File: config.mk
export PLATFORM = sky130hd
export DESIGN_NAME = msam_ram
export DESIGN_NICKNAME = d
export VERILOG_FILES = /design/src/hw/rtl/msam_ram.sv
export SDC_FILE = /design/constraint.sdc
export NUM_CORES = 2
export LEC_CHECK = 0
export BUFFER_PORTS_ARGS = -buffer_cell sky130_fd_sc_hd__buf_2
export CORE_ASPECT_RATIO = 0.6
export CORE_MARGIN = 10
export CORE_UTILIZATION = 25
export CTS_BUF_LIST = sky130_fd_sc_hd__clkbuf_8 sky130_fd_sc_hd__clkbuf_16
export DETAILED_ROUTE_END_ITERATION = 8
export PLACE_DENSITY_LB_ADDON = 0.12
export SYNTH_ARGS = -nofsm -noshare
export SYNTH_HDL_FRONTEND = slang
export SYNTH_SLANG_ARGS = --single-unit
File: constraint.sdc
create_clock -name clk -period 2.7 [get_ports clk]
set_input_delay 0.135 -clock clk [delete_from_list [all_inputs] [get_ports clk]]
set_output_delay 0.135 -clock clk [all_outputs]
set_load 0.1 [all_outputs]
File: src/hw/rtl/msam_ram.sv
// Generic single-write, single-read synchronous RAM with registered read.
// No dependencies.
module msam_ram #(
  parameter int WIDTH = 8,
  parameter int DEPTH = 256
) (
  input  logic                                   clk,
  input  logic                                   we,
  input  logic [(DEPTH > 1 ? $clog2(DEPTH) : 1)-1:0] waddr,
  input  logic [WIDTH-1:0]                       wdata,
  input  logic [(DEPTH > 1 ? $clog2(DEPTH) : 1)-1:0] raddr,
  output logic [WIDTH-1:0]                       rdata
);

  logic [WIDTH-1:0] mem [DEPTH];

  always_ff @(posedge clk) begin
    if (we) begin
      mem[waddr] <= wdata;
    end
    rdata <= mem[raddr];
  end

endmodule

# Word level (Yosys, flattened, before mapping)
# Memories as Yosys holds them, arrays and structs flattened. A register that Yosys moved wholly into a read port is not among the register bits.
# Index checks and enable logic that the tools add are counted.
dict set report totals {
  ramBits 2048
  output_inout_bits 8
  regBits 0
  mem_count 1
  latchBits 0
  inputBits 26
  romBits 0
}
dict set report op_classes {
  eq_ne 0
  n_reduce_logical 0
  shifts 0
  bitwise 0
  div_mod_pow 0
  n_addsub 0
  muxes 2
  mul 0
  magnitude_cmp 0
}
# memory words width rd rd_ports_with_merged_regs wr line
set mem_list {}
lappend mem_list {mem 256 8 1 1 1 15} ;# logic [WIDTH-1:0] mem [DEPTH];
# cell n
set op_table {}
lappend op_table {{1-bit two-way mux} 2}

# Logic depth before layout (Yosys ltp)
dict set report depth {
  word_depth 2
  ltp_mapped 11
}

# Worst setup path after synthesis
# Ideal clock, no wire load.
dict set report synth_timing {
  path_kind {input-to-reg}
  from {input port raddr[0] in the netlist's numbering}
  to {register rdata[2], read port of mem}
  t_required_ps 2569
  cell_stages 9
  setup_slack_ps 627
  n_path_buf 4
  arrival_time_ps 1942
  cell_sequence {buf_6 buf_12 buf_8 buf_2 mux4_2 a22oi_1 a21oi_1 nor4_1 nor4_2}
}
# item line
set synth_rtl {}
lappend synth_rtl {{from (decl)} 11} ;# input logic [(DEPTH > 1 ? $clog2(DEPTH) : 1)-1:0] raddr,
lappend synth_rtl {{to (decl)} 12} ;# output logic [WIDTH-1:0] rdata

==> flow_results.xml <==
<?xml version="1.0" encoding="UTF-8"?>
<metrics>
  <group name="clock_network">
    <metric name="numClockSinks" unit="">2056</metric>
    <metric name="clock_tree_from_tritoncts" unit="">yes</metric>
    <metric name="clock_path_buffers" unit="">4</metric>
    <metric name="cts-buffers-inserted" unit="">206</metric>
    <metric name="clkSlewWorstSetupHoldPaths" unit="ns">0.07</metric>
    <metric name="clock_latency_of_the_later_clocked_register_in_the_worst_skew_pair" unit="ns">0.87</metric>
    <metric name="cts_root_buf" unit="">sky130_fd_sc_hd__clkbuf_16</metric>
    <metric name="cts_htree_levels" unit="">4</metric>
    <metric name="postCtsSetupBuffers" unit="">0</metric>
  </group>
  <group name="cells_and_area">
    <metric name="layout_common_cells" unit="">sky130_fd_sc_hd__edfxtp_1, sky130_fd_sc_hd__buf_4, sky130_fd_sc_hd__mux4_2</metric>
    <metric name="finish.net_count" unit="">4378</metric>
    <metric name="layout.cells.most_common" unit="">sky130_fd_sc_hd__edfxtp_1</metric>
    <metric name="fin_area" unit="um^2">95600</metric>
    <metric name="layout-drive-gt1-share" unit="%">31.2</metric>
    <metric name="area_growth" unit="%">20.1</metric>
  </group>
  <group name="global_route">
    <metric name="groute.usage.overall" unit="%">14.8</metric>
    <metric name="gr-total-overflow" unit="">0</metric>
    <metric name="grt_first_pass_wirelength" unit="um">358000</metric>
    <metric name="maximum_number_of_pins_on_one_net_before_global_route_repair" unit="">89</metric>
    <metric name="number_of_antenna_violations_at_the_first_check_in_global_routing" unit="">35</metric>
    <metric name="via_count_of_the_first_global_routing_pass" unit="">41148</metric>
  </group>
  <group name="floorplan">
    <metric name="pin_count" unit="">34</metric>
    <metric name="design.core.area" unit="um^2">317000</metric>
    <metric name="start_util" unit="%">25.1</metric>
    <metric name="die_area" unit="um^2">342000</metric>
    <metric name="number_of_core_rows" unit="">160</metric>
    <metric name="dieWidth" unit="um">748</metric>
    <metric name="fp.dieH" unit="um">457</metric>
  </group>
  <group name="critical_path">
    <metric name="worst_path_largest_cell_delay" unit="ns">0.75</metric>
    <metric name="timing.critical_path.cells" unit="">mux4_2, a22oi_1, buf_4, a21oi_1, nor4_1, buf_4, nor4_1</metric>
    <metric name="ff2ff_setup_slack" unit="ns">0.06</metric>
    <metric name="timing.critical_path.max_delay_family" unit="">simple AND/OR/NAND/NOR gates</metric>
    <metric name="critical_path_peak_fanout" unit="">1</metric>
    <metric name="arrival" unit="ns">3.38</metric>
    <metric name="critical_path_class" unit="">flop to flop</metric>
    <metric name="worstReg2RegStart" unit="">mem[215][4]</metric>
    <metric name="required" unit="ns">3.45</metric>
    <metric name="critical_path.endpoint_type" unit="">flop</metric>
    <metric name="worstSetupStartpoint" unit="">mem[215][4]</metric>
    <metric name="crit_buf_inv" unit="">2</metric>
    <metric name="worst_path_max_delay_cell" unit="">sky130_fd_sc_hd__nor4_1</metric>
    <metric name="type_of_element_launching_the_critical_path" unit="">flop</metric>
  </group>
  <group name="place">
    <metric name="worst_slack_after_detailed_placement" unit="ns">-0.877</metric>
    <metric name="placer_s_final_routability_congestion_estimate" unit="">0.759</metric>
    <metric name="place.detailed.hpwl" unit="um">174000</metric>
    <metric name="io_buffer_count" unit="">33</metric>
    <metric name="place_area" unit="um^2">89200</metric>
  </group>
  <group name="route">
    <metric name="wl_per_cell" unit="um">29.8</metric>
    <metric name="routed_wirelength" unit="um">260000</metric>
    <metric name="dr_total_vias" unit="">40749</metric>
    <metric name="final_antenna_net_count" unit="">0</metric>
    <metric name="detail_route.vias_per_cell" unit="">4.67</metric>
    <metric name="detail_route.iter0.violations" unit="">4498</metric>
    <metric name="route.detailed.drc" unit="">0</metric>
    <metric name="drt_first_pass_iters" unit="">5</metric>
  </group>
  <group name="synthesis">
    <metric name="synthesis.area" unit="um^2">79600</metric>
    <metric name="synth_async_sr_flop_share" unit="%">0</metric>
    <metric name="yosysWarnings" unit="">0</metric>
    <metric name="yosys.area.top_type" unit="">sky130_fd_sc_hd__edfxtp_1</metric>
    <metric name="synth_top_flop_cell" unit="">sky130_fd_sc_hd__edfxtp_1</metric>
    <metric name="synth_enable_flop_cells" unit="">2048</metric>
    <metric name="yosysSeqAreaShare" unit="%">77.5</metric>
    <metric name="synth_cells" unit="">3733</metric>
    <metric name="ys_top_cells_by_area" unit="">sky130_fd_sc_hd__edfxtp_1, sky130_fd_sc_hd__mux4_2, sky130_fd_sc_hd__mux2i_1</metric>
    <metric name="synth_cell_type_count" unit="">55</metric>
    <metric name="ys_ff_latch" unit="">2056</metric>
    <metric name="synthDominantCellAreaShare" unit="%">77.3</metric>
    <metric name="avgSynthCellArea" unit="um^2">21.3</metric>
    <metric name="synthesis.nets" unit="">3759</metric>
  </group>
  <group name="timing">
    <metric name="final.setup.worst_slack" unit="ns">0.0643</metric>
    <metric name="fin_worst_skew" unit="ns">0.0458</metric>
    <metric name="timing.final.max_slew_violations" unit="">0</metric>
    <metric name="worst_slew_pin_slew" unit="ns">1.17</metric>
    <metric name="slew_headroom" unit="%">21.9</metric>
    <metric name="rsz0062_at_grt" unit="">no</metric>
    <metric name="setup_viol" unit="">0</metric>
    <metric name="period_share" unit="%">97.6</metric>
    <metric name="fmax" unit="GHz">0.379</metric>
    <metric name="hold_viol_final" unit="">0</metric>
    <metric name="final.min_clock_period" unit="ns">2.64</metric>
  </group>
  <group name="pwr">
    <metric name="power.density" unit="nW/um^2">699</metric>
    <metric name="peakVddDrop" unit="uV">500</metric>
    <metric name="power_leakage" unit="nW">30.1</metric>
  </group>
  <group name="run_status">
    <metric name="run_status" unit="">complete, no violations</metric>
  </group>
  <group name="run">
    <metric name="cap_violations" unit="">0</metric>
  </group>
  <group name="worst_hold_path">
    <metric name="min-delay-path-class" unit="">input pin to flop</metric>
    <metric name="timing.hold.worst.start" unit="">waddr[7]</metric>
  </group>
</metrics>
==> cell families after synthesis <==
group / count (synthesis) / synth area share [%]
buffers and inverters: 235 / 1.83
AND/OR/NAND/NOR: 466 / 2.63
flip-flops: 2056 / 77.5
AO/OA/AOI/OAI: 385 / 3.42
multiplexers: 591 / 14.6
==> cell type report <==
class                   instances  area (um^2)
fillers                     30743       221000
flip-flops and latches       2056        61700
multi-input cells            1442        16600
repair buffers                644         5810
clock buffers                 218         5350
well taps                    4212         5270
clock inverters               148          836
diodes                          6         15.0
inverters                       2         7.51
==> per-stage QoR <==
step | setup TNS (ns) | instances | power [W] | util (%) | hold slack [ns]
floorplan | 0 | 3733 | 0.0378 | - | 0.234
global placement | -5.54 | 8347 | 0.0402 | 28.2 | 0.485
detailed placement | -4.92 | 8347 | 0.0402 | 28.2 | 0.484
CTS | 0 | 8722 | 0.0678 | 30.2 | 0.000966
global route | 0 | 8723 | 0.0693 | 30.2 | 0.0634
finish | 0 | 8728 | 0.0668 | 30.2 | 0.0886
==> report_power, final <==
part           switching, W  internal (W)  total (W)
registers         0.0000796        0.0352     0.0352
logic               0.00270       0.00146    0.00416
clock network        0.0126        0.0149     0.0274
total                0.0153        0.0515     0.0668
==> worst paths after layout <==
path / to / depth (start not counted)
setup / recovery: rdata[4] / 7
hold / removal: mem[232][5] / 4
hold reg to reg: rdata[3] / 5
setup reg to reg: rdata[4] / 7
==> sequential cells by signal, indices dropped and copies added, names as in the netlist <==
name   cells
rdata      8
mem     2048
==> what timing repair did <==
action | in CTS | in global routing
endpoints found under the hold margin | 1009 | 0
setup endpoints to repair | 4 | 2
resized for setup | 9 | 2
hold buffers | 9 | 0
==> cell usage after synthesis (31+ instances only) <==
cell,n
sky130_fd_sc_hd__a21oi_1,96
sky130_fd_sc_hd__a22oi_1,133
sky130_fd_sc_hd__buf_2,31
sky130_fd_sc_hd__clkbuf_1,111
sky130_fd_sc_hd__edfxtp_1,2048
sky130_fd_sc_hd__mux2i_1,134
sky130_fd_sc_hd__mux4_2,454
sky130_fd_sc_hd__nand2_1,33
sky130_fd_sc_hd__nand3_1,34
sky130_fd_sc_hd__nor2_1,282
sky130_fd_sc_hd__nor2b_1,31
sky130_fd_sc_hd__o221ai_1,46
==> layer usage <==
layer	up-vias	track usage, %	share of wire (%)
li1	16967	-	-
met1	22198	23.6	51
met2	1261	20.1	40
met3	319	3.38	6.7
met4	4	2.85	2.0
met5	-	0.265	0.053
==> worst min-delay path, stage by stage <==
cell                      delay (ns)
sky130_fd_sc_hd__buf_2          0.15
sky130_fd_sc_hd__nand3_1        0.10
sky130_fd_sc_hd__buf_4          0.26
sky130_fd_sc_hd__nor2_1         0.10
Note: power is estimated with default switching activity, not from simulation.
